===== config.mk =====
export PLATFORM = sky130hd
export DESIGN_NAME = ascii_integer_parser_flat
export DESIGN_NICKNAME = d
export VERILOG_FILES = /design/src/design/aip_pkg.sv /design/src/design/aip_if.sv /design/src/design/aip_front.sv /design/src/design/aip_queue.sv /design/src/design/aip_back.sv /design/src/design/aip_finish.sv /design/src/design/ascii_integer_parser.sv /design/src/flat_wrapper.sv
export SDC_FILE = /design/constraint.sdc
export NUM_CORES = 1
export LEC_CHECK = 0
export ABC_AREA = 0
export ABC_CLOCK_PERIOD_IN_PS = 10200
export BUFFER_PORTS_ARGS = -buffer_cell sky130_fd_sc_hd__clkbuf_2
export CAP_MARGIN = 20
export CORE_MARGIN = 3
export CORE_UTILIZATION = 55
export CTS_CLUSTER_SIZE = 14
export DETAILED_ROUTE_END_ITERATION = 8
export PLACE_DENSITY = 0.79
export SYNTH_ARGS = -nofsm -noshare
export SYNTH_HDL_FRONTEND = slang
export SYNTH_SLANG_ARGS = --single-unit

===== constraint.sdc =====
create_clock -name clk -period 10.2 [get_ports clk]
set_input_delay 1.02 -clock clk [delete_from_list [all_inputs] [get_ports clk]]
set_output_delay 1.02 -clock clk [all_outputs]
set_load 0.01 [all_outputs]

===== src/design/aip_pkg.sv =====
package aip_pkg;

	localparam int CHAR_W   = 8;
	localparam int RADIX_W  = 6;
	localparam int DIG_W    = 6;
	localparam int VALUE_W  = 64;
	localparam int STATUS_W = 2;

	typedef enum logic [STATUS_W-1:0] {
		ST_OK      = 2'd0,
		ST_INVALID = 2'd1,
		ST_RANGE   = 2'd2
	} aip_status_t;

	// character codes
	localparam logic [CHAR_W-1:0] CH_TAB   = 8'd9;
	localparam logic [CHAR_W-1:0] CH_CR    = 8'd13;
	localparam logic [CHAR_W-1:0] CH_SPACE = 8'd32;
	localparam logic [CHAR_W-1:0] CH_PLUS  = 8'h2B;
	localparam logic [CHAR_W-1:0] CH_MINUS = 8'h2D;
	localparam logic [CHAR_W-1:0] CH_0     = 8'h30;
	localparam logic [CHAR_W-1:0] CH_9     = 8'h39;
	localparam logic [CHAR_W-1:0] CH_A_UP  = 8'h41;
	localparam logic [CHAR_W-1:0] CH_B_UP  = 8'h42;
	localparam logic [CHAR_W-1:0] CH_X_UP  = 8'h58;
	localparam logic [CHAR_W-1:0] CH_Z_UP  = 8'h5A;
	localparam logic [CHAR_W-1:0] CH_A_LO  = 8'h61;
	localparam logic [CHAR_W-1:0] CH_B_LO  = 8'h62;
	localparam logic [CHAR_W-1:0] CH_X_LO  = 8'h78;
	localparam logic [CHAR_W-1:0] CH_Z_LO  = 8'h7A;
	localparam logic [CHAR_W-1:0] LETTER_OFS = 8'd10;

	// radix codes
	localparam logic [RADIX_W-1:0] BASE_AUTO = 6'd0;
	localparam logic [RADIX_W-1:0] BASE_ONE  = 6'd1;
	localparam logic [RADIX_W-1:0] BASE_BIN  = 6'd2;
	localparam logic [RADIX_W-1:0] BASE_OCT  = 6'd8;
	localparam logic [RADIX_W-1:0] BASE_DEC  = 6'd10;
	localparam logic [RADIX_W-1:0] BASE_HEX  = 6'd16;
	localparam logic [RADIX_W-1:0] BASE_MAX  = 6'd36;

	// one classified character, front to back
	typedef struct packed {
		logic                last;
		logic                first;
		logic [RADIX_W-1:0]  radix;
		logic                ws;
		logic                plus;
		logic                minus;
		logic                zero;
		logic                is_x;
		logic                is_b;
		logic                dig_ok;
		logic [DIG_W-1:0]    dig;
	} aip_class_t;

	// parse outcome flags, back to finish
	typedef struct packed {
		logic inner_neg;
		logic outer_neg;
		logic seen;
		logic invalid;
		logic overflow;
	} aip_flags_t;

endpackage


===== src/design/aip_if.sv =====
interface aip_char_if import aip_pkg::*; ();
	logic               valid;
	logic               ready;
	logic [CHAR_W-1:0]  char_code;
	logic               last_char;
	logic [RADIX_W-1:0] radix;

	modport source(output valid, char_code, last_char, radix, input ready);
	modport sink(input valid, char_code, last_char, radix, output ready);
endinterface

interface aip_result_if import aip_pkg::*; ();
	logic                      valid;
	logic                      ready;
	logic signed [VALUE_W-1:0] value;
	logic [STATUS_W-1:0]       status;

	modport source(output valid, value, status, input ready);
	modport sink(input valid, value, status, output ready);
endinterface


===== src/design/aip_front.sv =====
module aip_front import aip_pkg::*; (
	input  logic        clk,
	input  logic        arst_n,
	aip_char_if.sink    chars,
	output logic        push_valid,
	input  logic        push_ready,
	output aip_class_t  push_item
);

	logic              first_q;
	logic [CHAR_W-1:0] c;

	assign c = chars.char_code;
	assign chars.ready = push_ready;
	assign push_valid  = chars.valid;

	always_comb begin
		push_item        = '0;
		push_item.last   = chars.last_char;
		push_item.first  = first_q;
		push_item.radix  = chars.radix;
		push_item.ws     = (c == CH_SPACE) || (c >= CH_TAB && c <= CH_CR);
		push_item.plus   = (c == CH_PLUS);
		push_item.minus  = (c == CH_MINUS);
		push_item.zero   = (c == CH_0);
		push_item.is_x   = (c == CH_X_LO) || (c == CH_X_UP);
		push_item.is_b   = (c == CH_B_LO) || (c == CH_B_UP);
		if (c >= CH_0 && c <= CH_9) begin
			push_item.dig_ok = 1'b1;
			push_item.dig    = DIG_W'(c - CH_0);
		end else if (c >= CH_A_LO && c <= CH_Z_LO) begin
			push_item.dig_ok = 1'b1;
			push_item.dig    = DIG_W'(c - CH_A_LO + LETTER_OFS);
		end else if (c >= CH_A_UP && c <= CH_Z_UP) begin
			push_item.dig_ok = 1'b1;
			push_item.dig    = DIG_W'(c - CH_A_UP + LETTER_OFS);
		end
	end

	// track the string boundary so the back end samples radix once
	always_ff @(posedge clk or negedge arst_n) begin
		if (!arst_n) begin
			first_q <= 1'b1;
		end else if (chars.valid && push_ready) begin
			first_q <= chars.last_char;
		end
	end

endmodule


===== src/design/aip_queue.sv =====
module aip_queue import aip_pkg::*; #(
	parameter int DEPTH = 4
) (
	input  logic        clk,
	input  logic        arst_n,
	input  logic        push_valid,
	output logic        push_ready,
	input  aip_class_t  push_item,
	output logic        pop_valid,
	input  logic        pop,
	output aip_class_t  pop_item
);

	localparam int PW = (DEPTH > 1) ? $clog2(DEPTH) : 1;
	localparam int CW = $clog2(DEPTH + 1);

	aip_class_t      mem_q [DEPTH];
	logic [PW-1:0]   wr_ptr_q;
	logic [PW-1:0]   rd_ptr_q;
	logic [CW-1:0]   count_q;
	logic            do_push;
	logic            do_pop;

	assign push_ready = (count_q != CW'(DEPTH));
	assign pop_valid  = (count_q != '0);
	assign pop_item   = mem_q[rd_ptr_q];
	assign do_push    = push_valid && push_ready;
	assign do_pop     = pop && pop_valid;

	always_ff @(posedge clk) begin
		if (do_push) begin
			mem_q[wr_ptr_q] <= push_item;
		end
	end

	always_ff @(posedge clk or negedge arst_n) begin
		if (!arst_n) begin
			wr_ptr_q <= '0;
			rd_ptr_q <= '0;
			count_q  <= '0;
		end else begin
			if (do_push) begin
				wr_ptr_q <= (wr_ptr_q == PW'(DEPTH - 1)) ? '0 : wr_ptr_q + PW'(1);
			end
			if (do_pop) begin
				rd_ptr_q <= (rd_ptr_q == PW'(DEPTH - 1)) ? '0 : rd_ptr_q + PW'(1);
			end
			case ({do_push, do_pop})
				2'b10:   count_q <= count_q + CW'(1);
				2'b01:   count_q <= count_q - CW'(1);
				default: count_q <= count_q;
			endcase
		end
	end

endmodule


===== src/design/aip_back.sv =====
module aip_back import aip_pkg::*; #(
	parameter int VALUE_BITS = 64
) (
	input  logic                  clk,
	input  logic                  arst_n,
	input  logic                  q_valid,
	input  aip_class_t            q_item,
	output logic                  q_pop,
	input  logic                  rec_ready,
	output logic                  rec_valid,
	output logic [VALUE_BITS-1:0] rec_acc,
	output aip_flags_t            rec_flags
);

	localparam int VB = VALUE_BITS;
	localparam int MW = VALUE_BITS + 7;
	localparam logic [VB-1:0] HALF = {1'b1, {(VB - 1){1'b0}}};

	typedef enum logic [6:0] {
		PH_LEAD       = 7'b0000001,
		PH_AFTER_SIGN = 7'b0000010,
		PH_AFTER_ZERO = 7'b0000100,
		PH_AFTER_B    = 7'b0001000,
		PH_NEED_DIGIT = 7'b0010000,
		PH_DIGITS     = 7'b0100000,
		PH_TRAIL      = 7'b1000000
	} aip_phase_t;

	aip_phase_t          phase_q, phase_n;
	logic                outer_q, outer_n;
	logic                inner_q, inner_n;
	logic [VB-1:0]       acc_q, acc_n;
	logic [RADIX_W-1:0]  base_q, base_n;
	logic                seen_q, seen_n;
	logic                inv_q, inv_n;
	logic                ovf_q, ovf_n;

	logic                rec_valid_s1;
	logic [VB-1:0]       rec_acc_s1;
	aip_flags_t          rec_flags_s1;

	logic [RADIX_W-1:0]  base_cur;
	logic [RADIX_W-1:0]  mul_base;
	logic [RADIX_W-1:0]  oct_base;
	logic [MW-1:0]       mac;
	logic                mac_ovf;
	logic                dig_lt_base;
	logic                start;
	logic                take;
	logic                s1_free;
	logic                pop_last;

	assign s1_free  = !rec_valid_s1 || rec_ready;
	assign q_pop    = q_valid && (!q_item.last || s1_free);
	assign pop_last = q_pop && q_item.last;

	assign rec_valid = rec_valid_s1;
	assign rec_acc   = rec_acc_s1;
	assign rec_flags = rec_flags_s1;

	always_comb begin
		base_cur    = q_item.first ? q_item.radix : base_q;
		mul_base    = (base_cur == BASE_AUTO) ? BASE_DEC : base_cur;
		oct_base    = (base_cur == BASE_AUTO) ? BASE_OCT : base_cur;
		mac         = MW'(acc_q) * MW'(mul_base) + MW'(q_item.dig);
		mac_ovf     = mac > MW'(HALF);
		dig_lt_base = q_item.dig_ok && (q_item.dig < base_cur);

		phase_n = phase_q;
		outer_n = outer_q;
		inner_n = inner_q;
		acc_n   = acc_q;
		base_n  = base_cur;
		seen_n  = seen_q;
		inv_n   = inv_q;
		ovf_n   = ovf_q;
		start   = 1'b0;
		take    = 1'b0;

		if (!inv_q) begin
			case (phase_q)
				PH_LEAD: begin
					if (q_item.plus) begin
						phase_n = PH_AFTER_SIGN;
					end else if (q_item.minus) begin
						outer_n = 1'b1;
						phase_n = PH_AFTER_SIGN;
					end else if (!q_item.ws) begin
						start = 1'b1;
					end
				end
				PH_AFTER_SIGN: begin
					if (q_item.plus || q_item.minus) begin
						inv_n = 1'b1;
					end else if (!q_item.ws) begin
						start = 1'b1;
					end
				end
				PH_AFTER_ZERO: begin
					if ((base_cur == BASE_AUTO || base_cur == BASE_HEX) && q_item.is_x) begin
						base_n  = BASE_HEX;
						phase_n = PH_NEED_DIGIT;
					end else if (base_cur == BASE_AUTO && q_item.is_b) begin
						base_n  = BASE_BIN;
						seen_n  = 1'b0;
						phase_n = PH_AFTER_B;
					end else begin
						base_n = oct_base;
						if (q_item.dig_ok && q_item.dig < oct_base) begin
							take = 1'b1;
						end else if (q_item.ws) begin
							phase_n = PH_TRAIL;
						end else begin
							inv_n = 1'b1;
						end
					end
				end
				PH_AFTER_B: begin
					if (q_item.plus) begin
						phase_n = PH_NEED_DIGIT;
					end else if (q_item.minus) begin
						inner_n = 1'b1;
						phase_n = PH_NEED_DIGIT;
					end else if (dig_lt_base) begin
						take = 1'b1;
					end else begin
						inv_n = 1'b1;
					end
				end
				PH_NEED_DIGIT: begin
					if (dig_lt_base) begin
						take = 1'b1;
					end else begin
						inv_n = 1'b1;
					end
				end
				PH_DIGITS: begin
					if (dig_lt_base) begin
						take = 1'b1;
					end else if (q_item.ws) begin
						phase_n = PH_TRAIL;
					end else begin
						inv_n = 1'b1;
					end
				end
				default: begin
					if (!q_item.ws) begin
						inv_n = 1'b1;
					end
				end
			endcase
		end

		// first character of the number itself
		if (start) begin
			if (base_cur == BASE_ONE || base_cur > BASE_MAX) begin
				inv_n = 1'b1;
			end else if (q_item.zero) begin
				seen_n  = 1'b1;
				acc_n   = '0;
				phase_n = PH_AFTER_ZERO;
			end else if (base_cur == BASE_AUTO) begin
				if (q_item.dig_ok && q_item.dig < BASE_DEC) begin
					base_n = BASE_DEC;
					take   = 1'b1;
				end else begin
					inv_n = 1'b1;
				end
			end else if (dig_lt_base) begin
				take = 1'b1;
			end else begin
				inv_n = 1'b1;
			end
		end

		// accumulate one digit; freeze the magnitude once it overflows
		if (take) begin
			seen_n  = 1'b1;
			phase_n = PH_DIGITS;
			if (!ovf_q) begin
				if (mac_ovf) begin
					ovf_n = 1'b1;
				end else begin
					acc_n = mac[VB-1:0];
				end
			end
		end
	end

	always_ff @(posedge clk or negedge arst_n) begin
		if (!arst_n) begin
			phase_q <= PH_LEAD;
			outer_q <= 1'b0;
			inner_q <= 1'b0;
			acc_q   <= '0;
			base_q  <= '0;
			seen_q  <= 1'b0;
			inv_q   <= 1'b0;
			ovf_q   <= 1'b0;
		end else if (q_pop) begin
			if (q_item.last) begin
				phase_q <= PH_LEAD;
				outer_q <= 1'b0;
				inner_q <= 1'b0;
				acc_q   <= '0;
				base_q  <= '0;
				seen_q  <= 1'b0;
				inv_q   <= 1'b0;
				ovf_q   <= 1'b0;
			end else begin
				phase_q <= phase_n;
				outer_q <= outer_n;
				inner_q <= inner_n;
				acc_q   <= acc_n;
				base_q  <= base_n;
				seen_q  <= seen_n;
				inv_q   <= inv_n;
				ovf_q   <= ovf_n;
			end
		end
	end

	always_ff @(posedge clk or negedge arst_n) begin
		if (!arst_n) begin
			rec_valid_s1 <= 1'b0;
		end else begin
			rec_valid_s1 <= pop_last || (rec_valid_s1 && !rec_ready);
		end
	end

	always_ff @(posedge clk) begin
		if (pop_last) begin
			rec_acc_s1             <= acc_n;
			rec_flags_s1.inner_neg <= inner_n;
			rec_flags_s1.outer_neg <= outer_n;
			rec_flags_s1.seen      <= seen_n;
			rec_flags_s1.invalid   <= inv_n || (phase_n == PH_AFTER_B)
				|| (phase_n == PH_NEED_DIGIT);
			rec_flags_s1.overflow  <= ovf_n;
		end
	end

endmodule


===== src/design/aip_finish.sv =====
module aip_finish import aip_pkg::*; #(
	parameter int VALUE_BITS = 64
) (
	input  logic                  clk,
	input  logic                  arst_n,
	input  logic                  rec_valid,
	output logic                  rec_ready,
	input  logic [VALUE_BITS-1:0] rec_acc,
	input  aip_flags_t            rec_flags,
	aip_result_if.source          results
);

	logic                      valid_q;
	logic signed [VALUE_W-1:0] value_q;
	aip_status_t               status_q;
	aip_status_t               status_n;
	logic                      range_hit;
	logic [VALUE_BITS-1:0]     signed_mag;

	assign rec_ready      = !valid_q || results.ready;
	assign results.valid  = valid_q;
	assign results.value  = value_q;
	assign results.status = status_q;

	always_comb begin
		// the magnitude never passes half range, so the top bit marks it reached
		range_hit = rec_flags.overflow || (!rec_flags.inner_neg && rec_acc[VALUE_BITS-1]);
		if (!rec_flags.seen) begin
			status_n = ST_INVALID;
		end else if (range_hit) begin
			status_n = ST_RANGE;
		end else if (rec_flags.invalid) begin
			status_n = ST_INVALID;
		end else begin
			status_n = ST_OK;
		end
		signed_mag = (rec_flags.inner_neg ^ rec_flags.outer_neg) ? ('0 - rec_acc) : rec_acc;
	end

	always_ff @(posedge clk or negedge arst_n) begin
		if (!arst_n) begin
			valid_q <= 1'b0;
		end else if (rec_ready) begin
			valid_q <= rec_valid;
		end
	end

	always_ff @(posedge clk) begin
		if (rec_ready && rec_valid) begin
			status_q <= status_n;
			value_q  <= (status_n == ST_OK) ? VALUE_W'(signed'(signed_mag)) : '0;
		end
	end

endmodule


===== src/design/ascii_integer_parser.sv =====
// Channel   Dir  Transaction payload
// chars     in   char_code[7:0], last_char, radix[5:0] (radix taken on a string's first char)
// results   out  value[63:0] signed, status[1:0] (0 ok, 1 invalid, 2 out of range)
//
// Throughput: one character per cycle while the queue has room and no string end is held;
// the digit loop is a single multiply-add of the magnitude by the base in the back-end stage.
// Path: the last char passes the character queue, the parser's record register and the result register.
// Reset: arst_n clears all control state at once; there is no clearing pass.
// Stalls: a character queue decouples the classifier from the parser, and a
// stalled result only holds the parser when a string end arrives behind it.
module ascii_integer_parser import aip_pkg::*; #(
	parameter int VALUE_BITS  = 64,
	parameter int QUEUE_DEPTH = 4
) (
	input  logic           clk,
	input  logic           arst_n,
	aip_char_if.sink       chars,
	aip_result_if.source   results
);

	// front end to queue
	logic                  push_valid;
	logic                  push_ready;
	aip_class_t            push_item;

	// queue to parser
	logic                  q_valid;
	logic                  q_pop;
	aip_class_t            q_item;

	// parser to result stage
	logic                  rec_valid;
	logic                  rec_ready;
	logic [VALUE_BITS-1:0] rec_acc;
	aip_flags_t            rec_flags;

	// classify each character: whitespace, sign, prefix letter, digit value
	aip_front u_front (
		.clk        (clk),
		.arst_n     (arst_n),
		.chars      (chars),
		.push_valid (push_valid),
		.push_ready (push_ready),
		.push_item  (push_item)
	);

	// hold classified characters so either side can stall alone
	aip_queue #(
		.DEPTH (QUEUE_DEPTH)
	) u_queue (
		.clk        (clk),
		.arst_n     (arst_n),
		.push_valid (push_valid),
		.push_ready (push_ready),
		.push_item  (push_item),
		.pop_valid  (q_valid),
		.pop        (q_pop),
		.pop_item   (q_item)
	);

	// advance the parse state and accumulate the magnitude
	aip_back #(
		.VALUE_BITS (VALUE_BITS)
	) u_back (
		.clk       (clk),
		.arst_n    (arst_n),
		.q_valid   (q_valid),
		.q_item    (q_item),
		.q_pop     (q_pop),
		.rec_ready (rec_ready),
		.rec_valid (rec_valid),
		.rec_acc   (rec_acc),
		.rec_flags (rec_flags)
	);

	// resolve status, apply signs, sign-extend and register the result
	aip_finish #(
		.VALUE_BITS (VALUE_BITS)
	) u_finish (
		.clk       (clk),
		.arst_n    (arst_n),
		.rec_valid (rec_valid),
		.rec_ready (rec_ready),
		.rec_acc   (rec_acc),
		.rec_flags (rec_flags),
		.results   (results)
	);

endmodule

===== src/flat_wrapper.sv =====
// flat-port wrapper written by rule: the top's interface ports become plain ports
module ascii_integer_parser_flat import aip_pkg::*;
#(
	parameter int VALUE_BITS  = 64,
	parameter int QUEUE_DEPTH = 4
)
  (clk, arst_n, chars_valid, chars_char_code, chars_last_char, chars_radix, chars_ready, results_valid, results_value, results_status, results_ready);
  aip_char_if chars_i ();
  aip_result_if results_i ();
  input  logic clk;
  input  logic arst_n;
  input wire logic [$bits(chars_i.valid)-1:0] chars_valid;
  input wire logic [$bits(chars_i.char_code)-1:0] chars_char_code;
  input wire logic [$bits(chars_i.last_char)-1:0] chars_last_char;
  input wire logic [$bits(chars_i.radix)-1:0] chars_radix;
  output wire logic [$bits(chars_i.ready)-1:0] chars_ready;
  output wire logic [$bits(results_i.valid)-1:0] results_valid;
  output wire logic [$bits(results_i.value)-1:0] results_value;
  output wire logic [$bits(results_i.status)-1:0] results_status;
  input wire logic [$bits(results_i.ready)-1:0] results_ready;
  assign chars_i.valid = chars_valid;
  assign chars_i.char_code = chars_char_code;
  assign chars_i.last_char = chars_last_char;
  assign chars_i.radix = chars_radix;
  assign chars_ready = chars_i.ready;
  assign results_valid = results_i.valid;
  assign results_value = results_i.value;
  assign results_status = results_i.status;
  assign results_i.ready = results_ready;
  ascii_integer_parser #(.VALUE_BITS(VALUE_BITS), .QUEUE_DEPTH(QUEUE_DEPTH)) u_core (.clk(clk), .arst_n(arst_n), .chars(chars_i), .results(results_i));
endmodule

==> results.tsv <==
stage	metric	value	unit
min_path	hold_class	register to register	
cts	cts_tree	built	
grt	grt_max_degree	83	
timing	fin_worst_skew	0.0170	ns
pwr	p_total	6.23	mW
status	outcome	finished clean	
cts	cts_buffer_depth	3	
synthesis	synth-main-ff-cell	edfxtp_1	
pwr	comb_power_share	0.452	
placement	dp.cells	3650	
cts	ctsHtreeMaxLevel	2	
pwr	switchingPower	2.74	mW
synthesis	synthDistinctLibCells	90	
timing	min_period	9.82	ns
pwr	p_sw_frac	0.440	
synthesis	ys_ff_latch	311	
grt	grt_pass1_vias	24800	
synthesis	synthesis.nets	3466	
cts	cts_sinks	311	
placement	hpwl	62600	um
layout	drive_above_1_share	0.124	
cts	hold_buffers	0	
timing	timing.hold.ws	0.480	ns
cts	cts_buffers	38	
grt	grt_pass1_wl	136000	um
die	start_util	0.557	
routing	viasPerCell	6.46	
cts	clk_pin_slew	0.06	ns
critical_path	critPathMaxFanout	35	
die	ios	87	
placement	placement.io_buffers	86	
critical_path	slowest_stage	mux4_2	
routing	ant_nets	0	
cts	insertion_delay	0.56	ns
synthesis	netlist_area	30000	um^2
layout	area_growth	7.57	%
layout	final_common_cell	nand2_1	
timing	worstMarginPinSlew	1.12	ns
layout	finalNetCount	3447	
grt	grt_usage	0.301	
routing	drt_iter0_markers	2204	
timing	relSlewSlack	0.256	
layout	fillCellCount	4382	
pwr	leakage	14.2	nW
critical_path	worst_path_most_repeated_cell	buf_4	
critical_path	required	10.48	ns
routing	drcViolationCount	0	
timing	drv_slew	0	
timing	finalSetupViolCount	0	
critical_path	crit_arrival	10.11	ns
layout	instances_no_fill	3725	
routing	wire_per_inst	22.9	um
critical_path	cp-end-kind	register	
timing	clock.fmax	102	MHz
routing	firstDrtPassIters	5	
run	maxCapViolations	0	
pwr	seqPwrFrac	0.335	
layout	fin_util	0.599	
timing	finalCritPeriodShare	0.963	
timing	hold_viol_final	0	
die	die-area	57500	um^2
placement	place_congestion	1.08	
synthesis	synth_async_sr_flop_share	0.296	
critical_path	cp-start-kind	register	
die	die_x	240	um
pwr	intPower	3.49	mW
layout	layout_common_cells	nand2_1, and2_1, fa_1	
routing	totalWireLength	85300	um
timing	rsz0062_at_grt	no	
cts	cts_root_buf	clkbuf_16	
pwr	power_density	193	nW/um^2
critical_path	slowest_delay	0.69	ns
grt	antenna_found_initial	1	
synthesis	synth_cells	3018	
critical_path	crit_type	register to register	
synthesis	synth_edf_count	219	
grt	grt-ovfl-total	0	
layout	diodes	0	
die	rows	85	
die	die_h	240	um
die	fp.coreArea	53900	um^2
synthesis	synth_area_per_cell	9.95	um^2
synthesis	yosysWarnings	0	
synthesis	synth-seq-area-share	0.296	
routing	via_count	24100	
pwr	ir_drop	0.223	mV
pwr	p_clk_frac	0.213	
==> worst paths after layout <==
check	from	to	slack (ns)	cells past startpoint
min in group asynchronous	arst_n	u_core.u_back.base_q[1]	0.52	1
setup reg to reg	u_core.u_queue.rd_ptr_q[0]	u_core.u_back.rec_acc[60]	0.38	30
setup / recovery	u_core.u_queue.rd_ptr_q[0]	u_core.u_back.rec_acc[60]	0.38	30
hold / removal	u_core.u_back.base_q[4]	u_core.u_back.base_q[4]	0.48	1
hold reg to reg	u_core.u_back.base_q[4]	u_core.u_back.base_q[4]	0.48	1
max in group asynchronous	arst_n	u_core.u_back.acc_q[32]	8.40	2
==> through the flow <==
step | setup TNS, ns | setup slack, ns | area [um^2]
2_1_floorplan | 0 | 1.22 | 30000
3_3_place_gp | 0 | 0.114 | 31000
3_5_place_dp | -0.0752 | -0.0528 | 31000
4_1_cts | 0 | 0.0244 | 32200
5_1_grt | 0 | 0.0413 | 32300
6_report | 0 | 0.379 | 32300
==> critical path, delay by kind of cell (launching register included) <==
kind,cells,cell delay [ns]
simple gates,11,2.84
fa+ha+maj,5,2.29
mux,3,1.46
buf+inv,6,1.44
compound gates,4,0.76
flops,1,0.40
xor+xnor,1,0.30
==> cells in the mapped netlist, types with 9 or more instances <==
cell type | number | area [um^2]
buf_6 | 12 | 135
o211ai_1 | 42 | 315
dfrtp_1 | 90 | 2250
o21ai_0 | 101 | 505
ha_1 | 176 | 2200
a21o_1 | 31 | 233
mux2_2 | 35 | 394
buf_2 | 29 | 145
mux2i_1 | 12 | 120
o21ai_1 | 37 | 185
nand2_1 | 286 | 1070
a211oi_1 | 17 | 128
nor3_1 | 50 | 250
a21oi_1 | 151 | 756
edfxtp_1 | 219 | 6580
nand3_1 | 36 | 180
fa_1 | 253 | 5060
mux4_2 | 21 | 473
nor2b_1 | 133 | 832
inv_1 | 91 | 342
o2111ai_1 | 68 | 596
nand4_1 | 50 | 313
xor2_1 | 50 | 438
clkbuf_1 | 143 | 537
o211ai_2 | 62 | 776
xnor2_1 | 70 | 613
a21oi_2 | 9 | 78.8
and3_1 | 14 | 87.6
a31oi_1 | 16 | 100
nor2_1 | 190 | 713
and2_1 | 273 | 1710
nor4_1 | 21 | 131
or3_1 | 24 | 150
nand2b_1 | 45 | 282
buf_1 | 10 | 37.5
or2_2 | 12 | 75.1
o31ai_1 | 13 | 97.6
==> timing repair <==
action / 4_1_cts / 5_1_grt
resized for setup: 0 / 12
cloned: 1 / 0
buffers inserted: 0 / 1
pin swaps: 1 / 1
setup endpoints to repair: 3 / 115
==> flip-flops by register name, indices dropped and copies added, names as in the netlist, 2 cells and up <==
name,count
u_core.u_queue.mem_q,84
u_core.u_back.acc_q,64
u_core.u_back.rec_acc,64
u_core.u_finish.results.value,64
u_core.u_back.phase_q,7
u_core.u_back.base_q,6
u_core.u_back.rec_flags,5
u_core.u_queue.count_q,3
u_core.u_finish.results.status,2
u_core.u_queue.rd_ptr_q,2
u_core.u_queue.wr_ptr_q,2
==> power groups by stage <==
| stage | combinational (mW) | sequential, mW | clock (mW) |
|---|---|---|---|
| after floorplan | 1.83 | 2.11 | 0 |
| after CTS | 2.77 | 2.08 | 1.35 |
| after global routing | 3.08 | 2.12 | 1.40 |
| after detailed placement | 2.76 | 2.10 | 0 |
| after global placement | 2.70 | 2.08 | 0 |
| final | 2.82 | 2.09 | 1.33 |
==> cell type report <==
type	instances	area, um^2	share of cell area
clock buffer	50	1100	0.0340
clock inverter	20	125	0.00387
inverter	91	342	0.0106
multi-input combinational	2422	20100	0.622
sequential	311	8880	0.275
tap	696	871	0.0269
timing repair buffer	135	895	0.0277
==> cell families after synthesis <==
group                      share of synthesized area
DFF                                            0.296
AOI/OAI and AO/OA                              0.150
and+or+nand+nor                                0.204
xor gates and xnor gates                      0.0350
buffers and inverters                         0.0401
muxes                                         0.0329
adders and majority gates                      0.242
==> layer usage <==
layer,part of all wire,track usage,vias to the layer above
met5,0.00018,0,-
met4,0.047,0.136,2
li1,-,-,10700
met3,0.082,0.0588,246
met2,0.47,0.492,1135
met1,0.40,0.389,12000
Power figures use the tool's default switching activity.
